<file path="src/rtl/core/lrhf_pkg.sv">
package lrhf_pkg;

  localparam int unsigned WORD_BITS      = 32;
  localparam int unsigned NIBBLE_BITS    = 4;
  localparam int unsigned WORD_NIBBLES   = WORD_BITS / NIBBLE_BITS;
  localparam int unsigned WORD_DIGITS_DEF = 8;

  localparam logic [7:0] CH_SPACE = 8'h20;
  localparam logic [7:0] CH_CR    = 8'h0D;
  localparam logic [7:0] CH_LF    = 8'h0A;

  localparam logic [7:0] HEX_CHARS [16] = '{
    8'h30, 8'h31, 8'h32, 8'h33, 8'h34, 8'h35, 8'h36, 8'h37,
    8'h38, 8'h39, 8'h61, 8'h62, 8'h63, 8'h64, 8'h65, 8'h66
  };

  typedef struct packed {
    logic [7:0] char_byte;
    logic       nonzero;
  } lane_res_t;

  typedef enum logic [4:0] {
    PH_ID  = 5'b00001,
    PH_SP  = 5'b00010,
    PH_PAR = 5'b00100,
    PH_CR  = 5'b01000,
    PH_LF  = 5'b10000
  } phase_e;

endpackage

</file>
<file path="src/rtl/core/lrhf_in_if.sv">
interface lrhf_in_if;
  logic        valid;
  logic        ready;
  logic [31:0] event_id;
  logic [31:0] event_param;

  modport source (output valid, output event_id, output event_param, input ready);
  modport sink (input valid, input event_id, input event_param, output ready);
endinterface

</file>
<file path="src/rtl/core/lrhf_out_if.sv">
interface lrhf_out_if;
  logic       valid;
  logic       ready;
  logic [7:0] char_byte;
  logic       last_byte;

  modport source (output valid, output char_byte, output last_byte, input ready);
  modport sink (input valid, input char_byte, input last_byte, output ready);
endinterface

</file>
<file path="src/rtl/core/lrhf_lane.sv">
module lrhf_lane (
  input  logic [3:0]          nib_i,
  output lrhf_pkg::lane_res_t res_o
);
  import lrhf_pkg::*;

  assign res_o.char_byte = HEX_CHARS[nib_i];
  assign res_o.nonzero   = (nib_i != 4'h0);
endmodule

</file>
<file path="src/rtl/core/lrhf_merge.sv">
module lrhf_merge #(
  parameter int unsigned WORD_DIGITS = lrhf_pkg::WORD_DIGITS_DEF,
  parameter int unsigned DIG_W       = (WORD_DIGITS > 1) ? $clog2(WORD_DIGITS) : 1
) (
  input  lrhf_pkg::lane_res_t lanes_i [WORD_DIGITS],
  output logic [DIG_W-1:0]    top_o
);
  import lrhf_pkg::*;

  // The most significant nonzero lane sets the first printed digit.
  always_comb begin
    top_o = '0;
    for (int i = 0; i < WORD_DIGITS; i++) begin
      if (lanes_i[i].nonzero) begin
        top_o = DIG_W'(i);
      end
    end
  end
endmodule

</file>
<file path="src/rtl/core/log_record_hex_formatter.sv">
// Log record hex formatter.
// Input channel in_i carries one record (event_id, event_param) per transfer.
// Output channel out_o carries one ASCII byte per transfer: the identifier in
// lower-case hex without leading zeros, a space, the parameter in the same
// form, CR and LF. last_byte marks the LF. A record gives 5 to 19 bytes.
// The first byte of a record passes through the line buffer and then the
// output register to out_o. Bytes then follow at one per cycle while the
// receiver does not stall; the single byte serializer sets this rate.
// The next record is taken in the same cycle that the LF of the previous one
// moves into the output register, so records stream without gaps.
// When the receiver stalls, the output register holds its byte and the
// serializer waits; the line buffer stays occupied and in_i.ready drops.
// Reset empties the line buffer and the output register; no other state is
// kept between records.
module log_record_hex_formatter #(
  parameter int unsigned WORD_DIGITS = lrhf_pkg::WORD_DIGITS_DEF
) (
  input  logic              clk_i,
  input  logic              rst_ni,
  lrhf_in_if.sink           in_i,
  lrhf_out_if.source        out_o
);
  import lrhf_pkg::*;

  localparam int unsigned DIG_W = (WORD_DIGITS > 1) ? $clog2(WORD_DIGITS) : 1;

  lane_res_t id_lanes  [WORD_DIGITS];
  lane_res_t par_lanes [WORD_DIGITS];
  logic [DIG_W-1:0] id_top;
  logic [DIG_W-1:0] par_top;

  for (genvar g = 0; g < WORD_DIGITS; g++) begin : g_lane
    logic [3:0] id_nib;
    logic [3:0] par_nib;
    if (g < WORD_NIBBLES) begin : g_word
      assign id_nib  = in_i.event_id[NIBBLE_BITS*g +: NIBBLE_BITS];
      assign par_nib = in_i.event_param[NIBBLE_BITS*g +: NIBBLE_BITS];
    end else begin : g_pad
      assign id_nib  = 4'h0;
      assign par_nib = 4'h0;
    end
    lrhf_lane u_id_lane  (.nib_i(id_nib),  .res_o(id_lanes[g]));
    lrhf_lane u_par_lane (.nib_i(par_nib), .res_o(par_lanes[g]));
  end

  lrhf_merge #(.WORD_DIGITS(WORD_DIGITS), .DIG_W(DIG_W)) u_id_merge (
    .lanes_i(id_lanes),
    .top_o  (id_top)
  );

  lrhf_merge #(.WORD_DIGITS(WORD_DIGITS), .DIG_W(DIG_W)) u_par_merge (
    .lanes_i(par_lanes),
    .top_o  (par_top)
  );

  logic             buf_valid_q, buf_valid_d;
  phase_e           phase_q, phase_d;
  logic [DIG_W-1:0] pos_q, pos_d;
  logic [7:0]       id_chars_q  [WORD_DIGITS];
  logic [7:0]       par_chars_q [WORD_DIGITS];
  logic [DIG_W-1:0] par_top_q;
  logic             out_valid_q, out_valid_d;
  logic [7:0]       out_char_q, out_char_d;
  logic             out_last_q, out_last_d;

  logic       adv;
  logic       in_xfer;
  logic [7:0] cur_char;

  assign adv        = buf_valid_q && (!out_valid_q || out_o.ready);
  assign in_i.ready = !buf_valid_q || (adv && (phase_q == PH_LF));
  assign in_xfer    = in_i.valid && in_i.ready;

  always_comb begin
    case (phase_q)
      PH_ID:   cur_char = id_chars_q[pos_q];
      PH_SP:   cur_char = CH_SPACE;
      PH_PAR:  cur_char = par_chars_q[pos_q];
      PH_CR:   cur_char = CH_CR;
      PH_LF:   cur_char = CH_LF;
      default: cur_char = CH_LF;
    endcase
  end

  always_comb begin
    buf_valid_d = buf_valid_q;
    phase_d     = phase_q;
    pos_d       = pos_q;
    if (adv) begin
      case (phase_q)
        PH_ID: begin
          if (pos_q == '0) begin
            phase_d = PH_SP;
          end else begin
            pos_d = pos_q - 1'b1;
          end
        end
        PH_SP: begin
          phase_d = PH_PAR;
          pos_d   = par_top_q;
        end
        PH_PAR: begin
          if (pos_q == '0) begin
            phase_d = PH_CR;
          end else begin
            pos_d = pos_q - 1'b1;
          end
        end
        PH_CR:   phase_d = PH_LF;
        PH_LF:   buf_valid_d = 1'b0;
        default: buf_valid_d = 1'b0;
      endcase
    end
    if (in_xfer) begin
      buf_valid_d = 1'b1;
      phase_d     = PH_ID;
      pos_d       = id_top;
    end
  end

  always_comb begin
    out_valid_d = out_valid_q;
    out_char_d  = out_char_q;
    out_last_d  = out_last_q;
    if (adv) begin
      out_valid_d = 1'b1;
      out_char_d  = cur_char;
      out_last_d  = (phase_q == PH_LF);
    end else if (out_o.ready) begin
      out_valid_d = 1'b0;
    end
  end

  always_ff @(posedge clk_i or negedge rst_ni) begin
    if (!rst_ni) begin
      buf_valid_q <= 1'b0;
      phase_q     <= PH_ID;
      pos_q       <= '0;
      out_valid_q <= 1'b0;
    end else begin
      buf_valid_q <= buf_valid_d;
      phase_q     <= phase_d;
      pos_q       <= pos_d;
      out_valid_q <= out_valid_d;
    end
  end

  always_ff @(posedge clk_i) begin
    out_char_q <= out_char_d;
    out_last_q <= out_last_d;
    if (in_xfer) begin
      par_top_q <= par_top;
      for (int i = 0; i < WORD_DIGITS; i++) begin
        id_chars_q[i]  <= id_lanes[i].char_byte;
        par_chars_q[i] <= par_lanes[i].char_byte;
      end
    end
  end

  assign out_o.valid     = out_valid_q;
  assign out_o.char_byte = out_char_q;
  assign out_o.last_byte = out_last_q;

  a_accept_starts_line: assert property (@(posedge clk_i) disable iff (!rst_ni)
    in_xfer |=> (buf_valid_q && (phase_q == PH_ID)))
    else $error("accepted record did not start a new line");

  a_last_is_lf: assert property (@(posedge clk_i) disable iff (!rst_ni)
    (out_o.valid && out_o.last_byte) |-> (out_o.char_byte == CH_LF))
    else $error("last byte of a record is not LF");

  a_space_after_id: assert property (@(posedge clk_i) disable iff (!rst_ni)
    (adv && (phase_q == PH_SP)) |=> (out_valid_q && (out_char_q == CH_SPACE)
                                    && (phase_q == PH_PAR)))
    else $error("separator space not emitted before parameter");

  a_no_accept_mid_line: assert property (@(posedge clk_i) disable iff (!rst_ni)
    (buf_valid_q && (phase_q != PH_LF)) |-> !in_i.ready)
    else $error("record accepted while a line is still being sent");
endmodule

</file>
<file path="src/flat_wrapper.sv">
// flat-port wrapper written by rule: the top's interface ports become plain ports
module log_record_hex_formatter_flat import lrhf_pkg::*;
#(
  parameter int unsigned WORD_DIGITS = lrhf_pkg::WORD_DIGITS_DEF
)
  (clk_i, rst_ni, in_i_valid, in_i_event_id, in_i_event_param, in_i_ready, out_o_valid, out_o_char_byte, out_o_last_byte, out_o_ready);
  lrhf_in_if in_i_i ();
  lrhf_out_if out_o_i ();
  input  logic clk_i;
  input  logic rst_ni;
  input wire logic [$bits(in_i_i.valid)-1:0] in_i_valid;
  input wire logic [$bits(in_i_i.event_id)-1:0] in_i_event_id;
  input wire logic [$bits(in_i_i.event_param)-1:0] in_i_event_param;
  output wire logic [$bits(in_i_i.ready)-1:0] in_i_ready;
  output wire logic [$bits(out_o_i.valid)-1:0] out_o_valid;
  output wire logic [$bits(out_o_i.char_byte)-1:0] out_o_char_byte;
  output wire logic [$bits(out_o_i.last_byte)-1:0] out_o_last_byte;
  input wire logic [$bits(out_o_i.ready)-1:0] out_o_ready;
  assign in_i_i.valid = in_i_valid;
  assign in_i_i.event_id = in_i_event_id;
  assign in_i_i.event_param = in_i_event_param;
  assign in_i_ready = in_i_i.ready;
  assign out_o_valid = out_o_i.valid;
  assign out_o_char_byte = out_o_i.char_byte;
  assign out_o_last_byte = out_o_i.last_byte;
  assign out_o_i.ready = out_o_ready;
  log_record_hex_formatter #(.WORD_DIGITS(WORD_DIGITS)) u_core (.clk_i(clk_i), .rst_ni(rst_ni), .in_i(in_i_i), .out_o(out_o_i));
endmodule
</file>
<file path="config.mk">
export PLATFORM = sky130hd
export DESIGN_NAME = log_record_hex_formatter_flat
export DESIGN_NICKNAME = d
export VERILOG_FILES = /design/src/rtl/core/lrhf_pkg.sv /design/src/rtl/core/lrhf_in_if.sv /design/src/rtl/core/lrhf_out_if.sv /design/src/rtl/core/lrhf_lane.sv /design/src/rtl/core/lrhf_merge.sv /design/src/rtl/core/log_record_hex_formatter.sv /design/src/flat_wrapper.sv
export SDC_FILE = /design/constraint.sdc
export NUM_CORES = 1
export LEC_CHECK = 0
export BUFFER_PORTS_ARGS = -buffer_cell sky130_fd_sc_hd__buf_2
export CORE_ASPECT_RATIO = 0.9
export CORE_MARGIN = 3
export CORE_UTILIZATION = 50
export DETAILED_ROUTE_END_ITERATION = 10
export PLACE_DENSITY_LB_ADDON = 0.08
export SYNTH_ARGS = -nofsm -noshare
export SYNTH_HDL_FRONTEND = slang
export SYNTH_SLANG_ARGS = --single-unit
</file>
<file path="constraint.sdc">
create_clock -name clk_i -period 3.1 [get_ports clk_i]
set_input_delay 0.62 -clock clk_i [delete_from_list [all_inputs] [get_ports clk_i]]
set_output_delay 0.62 -clock clk_i [all_outputs]
set_load 0.03 [all_outputs]
</file>
# [Word-level counts from Yosys, hierarchy flattened]
# Memory sizes are Yosys's and may differ from the RTL's.
# Index checks and enable logic that the tools add are counted.
[classes] n_addsub=1 n_lt_le_gt_ge=16 eq_ne=9 n_mux=62 bitwise=16 n_reduce_logical=33
[op_table] cell="$mux W8" count=32
[op_table] cell="$ge A5 B5 Y1 const B" count=16
[op_table] cell="$not A4 Y5" count=16
[op_table] cell="$reduce_bool A4 Y1" count=14
[op_table] cell="$mux W3" count=11
[op_table] cell="$pmux W8 S4" count=1
[op_table] cell="$mux W5" count=4
[op_table] cell="$pmux W5 S4" count=1
[op_table] cell="$mux W1" count=10
[op_table] cell="$reduce_or A4 Y1" count=2
[op_table] cell="$ne A3 B1 Y1 const B" count=2
[op_table] cell="$pmux W3 S2" count=1
[op_table] cell="$eq A5 B1 Y1 const B" count=1
[op_table] cell="$eq A5 B2 Y1 const B" count=1
[op_table] cell="$eq A5 B3 Y1 const B" count=1
[op_table] cell="$eq A5 B4 Y1 const B" count=1
[op_table] cell="$eq A5 B5 Y1 const B" count=1
[op_table] cell="$reduce_bool A5 Y1" count=1
[op_table] cell="$mux W2" count=2
[op_table] cell="$reduce_and A4 Y1" count=1
[op_table] cell="$reduce_bool A2 Y1" count=2
[op_table] cell="$reduce_or A2 Y1" count=2
[op_table] cell="$logic_and A1 B1 Y1" count=3
[op_table] cell="$logic_not A3 Y1" count=1
[op_table] cell="8 further kinds" count=10
[word_totals] register_bits=22 ram_bits=128 mem_bits_ro=2048 input_bits=68 output_inout_bits=11 wordCells=164 mem_count=18
[memory_table] memory="(name not given)" depth=16 width=8 read_ports=1 rd_clocked_by_memory_dff=0 wr=0 line_no="lrhf_lane.sv:7" text="assign res_o.char_byte = HEX_CHARS[nib_i];"
[memory_table] memory="(name not given)" depth=16 width=8 read_ports=1 rd_clocked_by_memory_dff=0 wr=0 line_no="lrhf_lane.sv:7"
[memory_table] memory="(name not given)" depth=16 width=8 read_ports=1 rd_clocked_by_memory_dff=0 wr=0 line_no="lrhf_lane.sv:7"
[memory_table] memory="(name not given)" depth=16 width=8 read_ports=1 rd_clocked_by_memory_dff=0 wr=0 line_no="lrhf_lane.sv:7"
[memory_table] memory="(name not given)" depth=16 width=8 read_ports=1 rd_clocked_by_memory_dff=0 wr=0 line_no="lrhf_lane.sv:7"
[memory_table] memory="(name not given)" depth=16 width=8 read_ports=1 rd_clocked_by_memory_dff=0 wr=0 line_no="lrhf_lane.sv:7"
[memory_table] memory="12 more memories"

# [Logic depth before layout (Yosys ltp)]
# Gate-level depths: netlist (run 1).
[depth] word_depth=9 ltp_mapped=8 mapped_depth_nobuf=6

# [Cells and area by module]
# Synthesis (run 1) repeated with hierarchy kept, for this count alone.
[unflattened] hier_cells=682 hier_area_um2=8400.6
[by_module_without_submodules] mod="log_record_hex_formatter" instances=1 cells_each=294 area_per_inst_um2=5968.2 seq_area_each_um2=4455.5
[by_module_without_submodules] mod="lrhf_lane" instances=16 cells_each=23 area_per_inst_um2=146.4 seq_area_each_um2=0.0
[by_module_without_submodules] mod="lrhf_merge" instances=2 cells_each=10 area_per_inst_um2=45.0 seq_area_each_um2=0.0

# [Least setup slack after synthesis (run 1)]
# No wires, ideal clock.
[synth_path] kind="reg2out" startpoint="reg u_core.phase_q[1]" endpoint="out in_i_ready" arrival_ns=1.798 slack_ns=0.682 path_stages_with_launch=4 path_buffers=1 cell_sequence="dfrtp_1 buf_6 or4_4 o31ai_1"
[synth_between] elab_chain_cells=3
[synth_rtl] item="start: declaration" line_no="log_record_hex_formatter.sv:57" text="phase_e phase_q, phase_d;"
[synth_rtl] item="start signal: assignment" line_no="log_record_hex_formatter.sv:142" text="phase_q <= phase_d;"
[synth_rtl] item="$eq A5 B5 Y1" line_no="log_record_hex_formatter.sv:71" text="assign in_i.ready = !buf_valid_q || (adv && (phase_q == PH_LF));"
[synth_rtl] item="$logic_and A1 B1 Y1" line_no="log_record_hex_formatter.sv:71"
[synth_rtl] item="$logic_or A1 B1 Y1" line_no="log_record_hex_formatter.sv:71"
[synth_rtl] item="end: declaration" line_no="flat_wrapper.sv:14" text="output wire logic [$bits(in_i_i.ready)-1:0] in_i_ready;"
# Every way passes these cells.

# [Final worst setup path (run 1)]
# Ends and elaborated chain as after synthesis.

==> impl_results.md, run 1 <==
- DRT iter0 DRCs: 290
- Layout cell share with drive strength beyond 1: 23.9%
- Setup Crit Path Kind: register to primary output
- Die width: 127 um
- Synth Flop Type: edfxtp_1
- Final Instance Area: 7790 um^2
- ANT cells: 0
- Port buffer count: 77
- Most common cell after layout, fill and taps aside: edfxtp_1
- Crit path max fanout: 10
- Fin. max-slew vios: 0
- Maximum root-to-sink buffer count: 2
- Pwr/cell area: 773 nW/um^2
- CTS hold repair buffers: 0
- CP Cell Sequence: or4_4 > o31ai_1 > buf_2
- CP required: 2.48 ns
- VDD IR max: 0.000380 V
- Min Clock Period, post-route: 2.49 ns
- Final Skew: 0.00693 ns
- Max Clock Freq: 0.401 GHz
- Antenna Nets Post-Route: 0
- EDFF count, synth: 107
- Worst setup margin: 0.609 ns
- Sequential-to-total area share from yosys stat: 52.2%
- CTS tree: built
- Worst hold slack: 0.0860 ns
- Post-synthesis register bit count: 117
- Crit-path max cell delay: 0.59 ns
- Die area: 14,700 um^2
- Yosys top cell by area: edfxtp_1
- Worst path slowest cell: or4_4
- TritonCTS buffer count: 17
- WL/cell: 16.7 um
- Clk_lat worst skew: 0.40 ns
- Global route total overflow: 0
- DRT Pass-1 Iters: 5
- Via density: 5.42
- Die Ht: 115 um
- Largest net degree at the start of global routing: 50
- Post-synth top area share: 48.4%
- Setup Buffers After CTS: 0
- Core area: 12,800 um^2
- Period Utilization, post-route: 80.3%
- Post-place setup slack: 0.733 ns
- Site row count: 39
- DR vias: 4,317
- Initial Utilization: 51.7%
- Least-Margin Pin Slew: 0.625 ns
- Largest cells by area after synthesis: edfxtp_1 (48%), mux4_2 (8.1%), ha_1 (7.9%), inv_1 (3.8%), mux2i_1 (3.8%)
- GPL Wtd Cong: 0.893
- Hold Vio Cnt, Final: 0
- Cells after Synth: 541
- Fin nets: 729
- HP Class: primary input to asynchronous set/reset pin
- TNS Setup: 0 ns
- Overall Global Routing Usage: 19.1%
- Max Cap Viol: 0
- Io pins: 79
- Data arrival, critical path: 1.87 ns
- Post-cts repair resize count: 0
- CP Capture Type: primary output
- Syn avg cell area: 12.3 um^2
- Post-synth ARST share: 8.55%
- Status: complete, no violations
- Util after Layout: 60.7%
- First-pass GRT wire length: 21,600 um
- Net Count, Synth: 651
- Drt drc: 0
- H-tree Lvls: 4
- Leak: 3.19 nW
- Synth-to-layout area growth: 17.4%
- Sink Count: 117
- CTS root buf: clkbuf_16
- Critical path startpoint category: register
- Number of distinct library cells after synthesis: 53
- Post-DP HPWL: 10,100 um
- Worst slew margin: 58.1%
- Commonest non-fill, non-tap cells in the layout: edfxtp_1 (107), buf_2 (77), inv_1 (68)
- RSZ-0062 raised after global routing: false
- Vias in the first global route: 4,266
- Setup violators final: 0
- Worst-path clk slew: 0.05 ns
- Initial antenna violation count: 0
- Area after DPL: 7180 um^2
- Worst reg2reg setup slack: 0.75 ns
- Total Wirelength: 13,300 um
- Yosys synthesis warning count: 0
- Mapped Area: 6630 um^2
-- worst paths after layout --
kind | from | end | cells after the start
worst max-delay path | u_core.phase_q[1]$_DFFE_PN0P_ | in_i_ready | 3
worst min-delay path | rst_ni | u_core.pos_q[0]$_DFFE_PN0P_ | 1
worst max register to register | u_core.phase_q[1]$_DFFE_PN0P_ | u_core.id_chars_q[6][1]$_DFFE_PN_ | 4
worst min register to register | u_core.phase_q[0]$_DFFE_PN1P_ | u_core.phase_q[0]$_DFFE_PN1P_ | 2
max in group asynchronous | rst_ni | u_core.phase_q[0]$_DFFE_PN1P_ | 1
min in group clk_i | in_i_event_param[9] | u_core.par_chars_q[2][3]$_SDFFCE_PN0N_ | 2
-- registers in the layout, summed over array words and instances, names as in the netlist --
register and flops:
u_core.pos_q 3, u_core.par_top_q 3, u_core.id_chars_q 48, u_core.out_o.last_byte 1
u_core.out_o.char_byte 7, u_core.phase_q 5, u_core.buf_valid_q 1, u_core.out_o.valid 1
u_core.par_chars_q 48
-- where the power goes --
part           switching, mW  leakage (nW)  total (mW)  internal (mW)
sequential             0.183          1.12        2.36           2.18
clock                  0.700         0.289        1.97           1.27
combinational          0.980          1.78        1.69          0.715
-- final cells by class --
| type | count | area, um^2 |
|---|---|---|
| clock buffer | 17 | 425 |
| inverter | 70 | 268 |
| tap | 164 | 205 |
| multi-input combinational | 330 | 2790 |
| fill | 1027 | 5050 |
| timing repair buffer | 83 | 455 |
| sequential | 117 | 3460 |
| clock inverter | 15 | 179 |
-- worst max-delay path: cells and delay by family, from the launching register on --
family	cells	cell delay, ns
flip-flops	1	0.47
AO/OA/AOI/OAI	1	0.19
AND/OR/NAND/NOR	1	0.59
buffers and inverters	1	0.23
-- per-stage QoR --
stage	cells	power, mW
after floorplan	541	3.58
after global placement	764	4.07
after detailed placement	764	4.10
after CTS	796	6.07
after global routing	796	6.35
final	796	6.02
-- synthesized netlist by cell type, types with 14 or more instances --
| library cell | n |
|---|---|
| a21boi_0 | 17 |
| a21oi_1 | 22 |
| clkbuf_1 | 14 |
| edfxtp_1 | 107 |
| ha_1 | 42 |
| inv_1 | 68 |
| mux2i_1 | 25 |
| mux4_2 | 24 |
| nand2_1 | 28 |
| nor2_1 | 31 |
| nor3b_1 | 27 |
| o211ai_1 | 17 |
| o21ai_0 | 25 |
-- layer usage --
| metal | vias to the layer above | GRT usage (%) | part of all wire [%] |
|---|---|---|---|
| li1 | 2158 | - | - |
| met1 | 2052 | 27.2 | 47 |
| met2 | 95 | 29.8 | 47 |
| met3 | 12 | 3.90 | 5.2 |
| met4 | 0 | 5.58 | 1.4 |
| met5 | - | 0 | 0 |
-- cells by family after synthesis --
| logic type | synth area share [%] |
|---|---|
| multiplexers | 12.3 |
| adder cells (fa/ha/maj) | 7.92 |
| other | 0.0565 |
| AND/OR/NAND/NOR | 9.71 |
| flip-flops | 52.2 |
| AO/OA/AOI/OAI | 11.7 |
| buffers and inverters | 5.71 |
| XOR/XNOR | 0.396 |
Note: power is estimated with default switching activity, not from simulation.
==> run 2: changes to the inputs <==
- clock period: 3.1 -> 2.45 ns (I/O delays scaled with it)
==> run 2 against run 1 <==
Register-to-register slack lost 0.49 ns. Clock-buffer cell count grew 2. Utilization grew 0.28 points. Die area is the same. Sequential cell count is the same. Routed wire length grew 2.3%. Via count grew 1.6%. First-iteration DRC count grew 12%. Hold slack gained 0.32 ns. Combinational power grew 34%.
==> impl_results.md, run 2 (synthesized netlist as in run 1, its figures left out) <==
- Status: complete, no violations (unchanged)
- Die area: 14,700 um^2 (unchanged)
- Core area: 12,800 um^2 (unchanged)
- Cell Int Power: 5.20 mW (was 4.16 mW)
- Max Cap Viol: 0 (unchanged)
- Cells after DPL: 771 (was 764)
- TritonCTS buffer count: 17 (unchanged)
- Crit-path max cell delay: 0.54 ns (was 0.59 ns)
- H-tree Lvls: 4 (unchanged)
- Crit path buffers/inverters: 1 (unchanged)
- Worst slew margin: 59.5% (was 58.1%)
- Site row count: 39 (unchanged)
- Die width: 127 um (unchanged)
- Setup Crit Path Kind: register to primary output (unchanged)
- WL/cell: 16.9 um (was 16.7 um)
- Antenna Nets Post-Route: 0 (unchanged)
- Max Clock Freq: 0.424 GHz
- DR vias: 4,385 (was 4,317)
- Critical path startpoint category: register (unchanged)
- Switching pwr: 2.36 mW (was 1.86 mW)
- Die Ht: 115 um (unchanged)
- Post-DP HPWL: 10,200 um (was 10,100 um)
- Sink Count: 117 (unchanged)
- Sw Share: 31.3% (was 30.9%)
- Fin. max-slew vios: 0 (unchanged)
- CTS root buf: clkbuf_16 (unchanged)
- Largest net degree at the start of global routing: 30 (was 50)
- Data arrival, critical path: 1.87 ns (about the same)
- CP Cell Sequence: or4_4 > o31ai_1 > buf_2 (unchanged)
- Pwr/cell area: 967 nW/um^2 (was 773 nW/um^2)
- Leak: 3.21 nW (was 3.19 nW)
- CP required: 1.96 ns (was 2.48 ns)
- Hold Vio Cnt, Final: 0 (unchanged)
- Sequential power share: 39.0% (was 39.2%)
- TNS Setup: 0 ns (unchanged)
- Via density: 5.45 (was 5.42)
- Initial Utilization: 51.7% (unchanged)
- Fin nets: 737 (was 729)
- Global route total overflow: 0 (unchanged)
- VDD IR max: 0.000590 V (was 0.000380 V)
- Worst-path clk slew: 0.05 ns (about the same)
- Final Skew: 0.00680 ns (was 0.00693 ns)
- Worst setup margin: 0.0897 ns (was 0.609 ns)
- Post-place setup slack: 0.272 ns (was 0.733 ns)
- Comb power frac: 30.0% (was 28.1%)
- Commonest non-fill, non-tap cells in the layout: edfxtp_1 (107), buf_2 (77), inv_1 (68) (unchanged)
- CP Capture Type: primary output (unchanged)
- Vias in the first global route: 4,287 (was 4,266)
- First-pass GRT wire length: 21,700 um (was 21,600 um)
- Synth-to-layout area growth: 17.9% (was 17.4%)
- Port buffer count: 77 (unchanged)
- Worst path slowest cell: or4_4 (unchanged)
- Overall Global Routing Usage: 19.5% (was 19.1%)
- Drt drc: 0 (unchanged)
- Most common cell after layout, fill and taps aside: edfxtp_1 (unchanged)
- Layout cell share with drive strength beyond 1: 24.5% (was 23.9%)
- Final std cells w/o fill: 804 (was 796)
- DRT Pass-1 Iters: 5 (unchanged)
- GPL Wtd Cong: 0.896 (was 0.893)
- Maximum root-to-sink buffer count: 2 (unchanged)
- Met3 Wirelength: 627 um (was 695 um)
- DRT iter0 DRCs: 326 (was 290)
- Final total power: 7.57 mW (was 6.02 mW)
- Crit path max-delay family: simple AND/OR/NAND/NOR gates (unchanged)
- Least-Margin Pin Slew: 0.605 ns (was 0.625 ns)
- Final Instance Area: 7820 um^2 (was 7790 um^2)
- Area after DPL: 7250 um^2 (was 7180 um^2)
- Crit path max fanout: 10 (unchanged)
- Min Clock Period, post-route: 2.36 ns
- RSZ-0062 raised after global routing: false (unchanged)
- Period Utilization, post-route: 96.3%
- Total Wirelength: 13,600 um (was 13,300 um)
- Clock network fraction of design power: 31.0% (was 32.7%)
- Io pins: 79 (unchanged)
- Setup violators final: 0 (unchanged)
- CTS tree: built (unchanged)
- WL met2: 6600 um (was 6210 um)
- Initial antenna violation count: 0 (unchanged)
- Metal-1 WL: 6270 um (was 6210 um)
- HP Class: primary input to register (was primary input to asynchronous set/reset pin)
- Uppermost routed layer: met4 (unchanged)
- ANT cells: 0 (unchanged)
- Post-cts repair resize count: 0 (unchanged)
- Clk_lat worst skew: 0.41 ns (was 0.40 ns)
==> run 2: worst reg2reg max path, stage by stage, from the launching register on <==
cell      delay [ns]
dfrtp_1         0.48
or4_4           0.54
o31a_4          0.39
clkinv_4        0.23
buf_4           0.26
==> run 2: path summary, 6_finish.rpt <==
check	endpoint	from	slack, ns	cells past startpoint
max	in_i_ready	u_core.phase_q[3]$_DFFE_PN0P_	0.09	3
min	u_core.par_chars_q[2][3]$_SDFFCE_PN0N_	in_i_event_param[9]	0.41	2
max reg2reg	u_core.par_chars_q[7][0]$_DFFE_PN_	u_core.phase_q[3]$_DFFE_PN0P_	0.26	4
min reg2reg	u_core.out_o.valid$_DFFE_PN0P_	u_core.out_o.valid$_DFFE_PN0P_	0.62	2
max in group asynchronous	u_core.phase_q[0]$_DFFE_PN1P_	rst_ni	1.70	2
min in group asynchronous	u_core.out_o.valid$_DFFE_PN0P_	rst_ni	0.48	2
==> run 2: area by class of cell <==
cell class	instances	area, um^2
clock buffers	19	433
fillers	1029	5010
well taps	164	205
repair buffers	91	531
inverters	70	268
flip-flops and latches	117	3460
multi-input cells	330	2790
clock inverters	13	133
==> run 2: through the flow <==
stage / util [%] / hold WS, ns
floorplan: - / 0.194
global placement: 56.5 / 0.367
detailed placement: 56.5 / 0.370
CTS: 61.0 / 0.390
global route: 61.0 / 0.412
finish: 61.0 / 0.408
==> run 2: power groups by stage <==
stage	Combinational, mW	Clock, mW	Sequential (mW)
after detailed placement	2.26	0	2.98
final	2.27	2.34	2.95
after CTS	2.27	2.39	2.95
after global routing	2.49	2.48	2.99
after global placement	2.23	0	2.97
after floorplan	1.51	0	3.03
==> run 2: layer usage <==
metal  up-vias  global-route usage (%)
li1       2179                       -
met1      2090                    26.0
met2       105                    31.7
met3        11                    4.64
met4         0                    6.65
met5         -                       0
==> run 2: repair_timing <==
item,4_1_cts,5_1_grt
setup buffers,0,0
endpoints found under the setup margin,0,0
hold buffers,1,0
hold endpoints to repair,9,0
==> run 3: changes to the inputs <==
- PLACE_DENSITY: unset -> 0.7
- PLACE_DENSITY_LB_ADDON: 0.08 -> unset
==> run 3 against run 2 <==
Sequential power barely moved. Via count rose by 1.4%. Final area rose by 0.48%. Die area did not move. Utilization rose by 0.29 points. Critical path type unchanged. Critical endpoint unchanged. Highest routed layer unchanged.
==> impl_results.md, run 3 (synthesized netlist as in run 1, its figures left out) <==
- Status: complete, no violations (unchanged)
- Drt drc: 0 (unchanged)
- Crit path max fanout: 10 (unchanged)
- Max Cap Viol: 0 (unchanged)
- Largest net degree at the start of global routing: 33 (was 30)
- Worst-path clk slew: 0.06 ns (was 0.05 ns)
- Fin. max-slew vios: 0 (unchanged)
- Worst hold slack: 0.410 ns (was 0.408 ns)
- DRT Pass-1 Iters: 6 (was 5)
- Worst setup margin: 0.0861 ns (was 0.0897 ns)
- Antenna Nets Post-Route: 0 (unchanged)
- CTS root buf: clkbuf_16 (unchanged)
- Least-Margin Pin Slew: 0.621 ns (was 0.605 ns)
- Leak: 3.22 nW (was 3.21 nW)
- Post-place setup slack: 0.241 ns (was 0.272 ns)
- ANT cells: 0 (unchanged)
- Die area: 14,700 um^2 (unchanged)
- Setup Crit Path Kind: register to primary output (unchanged)
- Clk_lat worst skew: 0.41 ns (about the same)
- HP Class: primary input to register (unchanged)
- Data arrival, critical path: 1.87 ns (about the same)
- Period Utilization, post-route: 96.5% (was 96.3%)
- Cells after DPL: 769 (was 771)
- TritonCTS buffer count: 17 (unchanged)
- Fin nets: 735 (was 737)
- CP required: 1.96 ns (about the same)
- Vias in the first global route: 4,326 (was 4,287)
- CP Capture Type: primary output (unchanged)
- CTS tree: built (unchanged)
- Post-DP HPWL: 10,200 um (about the same)
- RSZ-0062 raised after global routing: false (unchanged)
- Pwr/cell area: 992 nW/um^2 (was 967 nW/um^2)
- Final Skew: 0.0110 ns (was 0.00680 ns)
- Overall Global Routing Usage: 19.2% (was 19.5%)
- Hold Vio Cnt, Final: 0 (unchanged)
- VDD IR max: 0.000509 V (was 0.000590 V)
- First-pass GRT wire length: 21,500 um (was 21,700 um)
- DRT iter0 DRCs: 441 (was 326)
- Commonest non-fill, non-tap cells in the layout: edfxtp_1 (107), buf_2 (77), inv_1 (68) (unchanged)
- Die width: 127 um (unchanged)
- Final std cells w/o fill: 802 (was 804)
- Layout cell share with drive strength beyond 1: 24.8% (was 24.5%)
- WL/cell: 16.9 um (about the same)
- Initial Utilization: 51.7% (unchanged)
- Critical path startpoint category: register (unchanged)
- Via density: 5.54 (was 5.45)
- Core area: 12,800 um^2 (unchanged)
- Io pins: 79 (unchanged)
- Min Clock Period, post-route: 2.36 ns (about the same)
- Most common cell after layout, fill and taps aside: edfxtp_1 (unchanged)
- TNS Setup: 0 ns (unchanged)
- GPL Wtd Cong: 0.961 (was 0.896)
- Sink Count: 117 (unchanged)
- Setup violators final: 0 (unchanged)
- Synth-to-layout area growth: 18.5% (was 17.9%)
- Max Clock Freq: 0.423 GHz (was 0.424 GHz)
- Site row count: 39 (unchanged)
- Total Wirelength: 13,500 um (was 13,600 um)
- Initial antenna violation count: 0 (unchanged)
- Worst slew margin: 58.4% (was 59.5%)
- H-tree Lvls: 4 (unchanged)
- Global route total overflow: 0 (unchanged)
- Port buffer count: 77 (unchanged)
- DR vias: 4,445 (was 4,385)
- Die Ht: 115 um (unchanged)
- Maximum root-to-sink buffer count: 2 (unchanged)
- Util after Layout: 61.3% (was 61.0%)
-- run 3: changes by cell type in the layout (fill, tap and decap cells not counted), sizes merged --
cell	previous run	this run
bufinv	2	4
clkbuf	19	17
buf	90	88
-- run 3: routing by layer --
| metal | up-vias | global-route usage (%) | wire length (um) |
|---|---|---|---|
| met3 | 27 | 4.78 | 798 |
| met1 | 2113 | 25.5 | 5970 |
| met2 | 139 | 30.5 | 6430 |
| met5 | - | 0 | 0 |
| met4 | 0 | 7.65 | 320 |
| li1 | 2166 | - | - |
-- run 3: through the flow --
step	total power [mW]	area (um^2)
6_report	7.80	7860
5_1_grt	8.16	7860
4_1_cts	7.83	7860
3_5_place_dp	5.22	7220
3_3_place_gp	5.14	7220
2_1_floorplan	4.53	6630
-- run 3: area by class of cell --
type / instances / area, um^2
fillers: 957 / 4970
flip-flops and latches: 117 / 3470
multi-input cells: 330 / 2790
repair buffers: 89 / 503
clock buffers: 17 / 425
inverters: 70 / 268
well taps: 164 / 205
clock inverters: 15 / 204
-- run 3: timing repair --
| item | 4_1_cts | 5_1_grt |
|---|---|---|
| setup endpoints to repair | 0 | 1 |
| hold endpoints to repair | 9 | 0 |
| buffers inserted | 0 | 0 |
| hold buffers | 1 | 0 |
| gates resized for setup | 0 | 1 |
-- run 3: final timing paths --
check	startpoint	endpoint	slack, ns	cells past startpoint
max in group asynchronous	rst_ni	u_core.phase_q[0]$_DFFE_PN1P_	1.71	2
max	u_core.phase_q[1]$_DFFE_PN0P_	in_i_ready	0.09	3
min	in_i_event_param[17]	u_core.par_chars_q[4][3]$_SDFFCE_PN0N_	0.41	2
min reg2reg	u_core.phase_q[0]$_DFFE_PN1P_	u_core.phase_q[0]$_DFFE_PN1P_	0.60	2
min in group asynchronous	rst_ni	u_core.out_o.valid$_DFFE_PN0P_	0.47	2
max reg2reg	u_core.phase_q[1]$_DFFE_PN0P_	u_core.id_chars_q[3][1]$_DFFE_PN_	0.25	4
-- run 3: power breakdown --
group	leakage (nW)	switching [mW]	internal [mW]
sequential	1.12	0.210	2.76
clock	0.297	0.891	1.70
combinational	1.81	1.32	0.923
total	3.22	2.42	5.38
-- run 3: worst max-delay path: stages (launching register included) --
cell and delay (ns):
dfrtp_2 0.46, or4_4 0.57, o31ai_1 0.20, buf_2 0.23
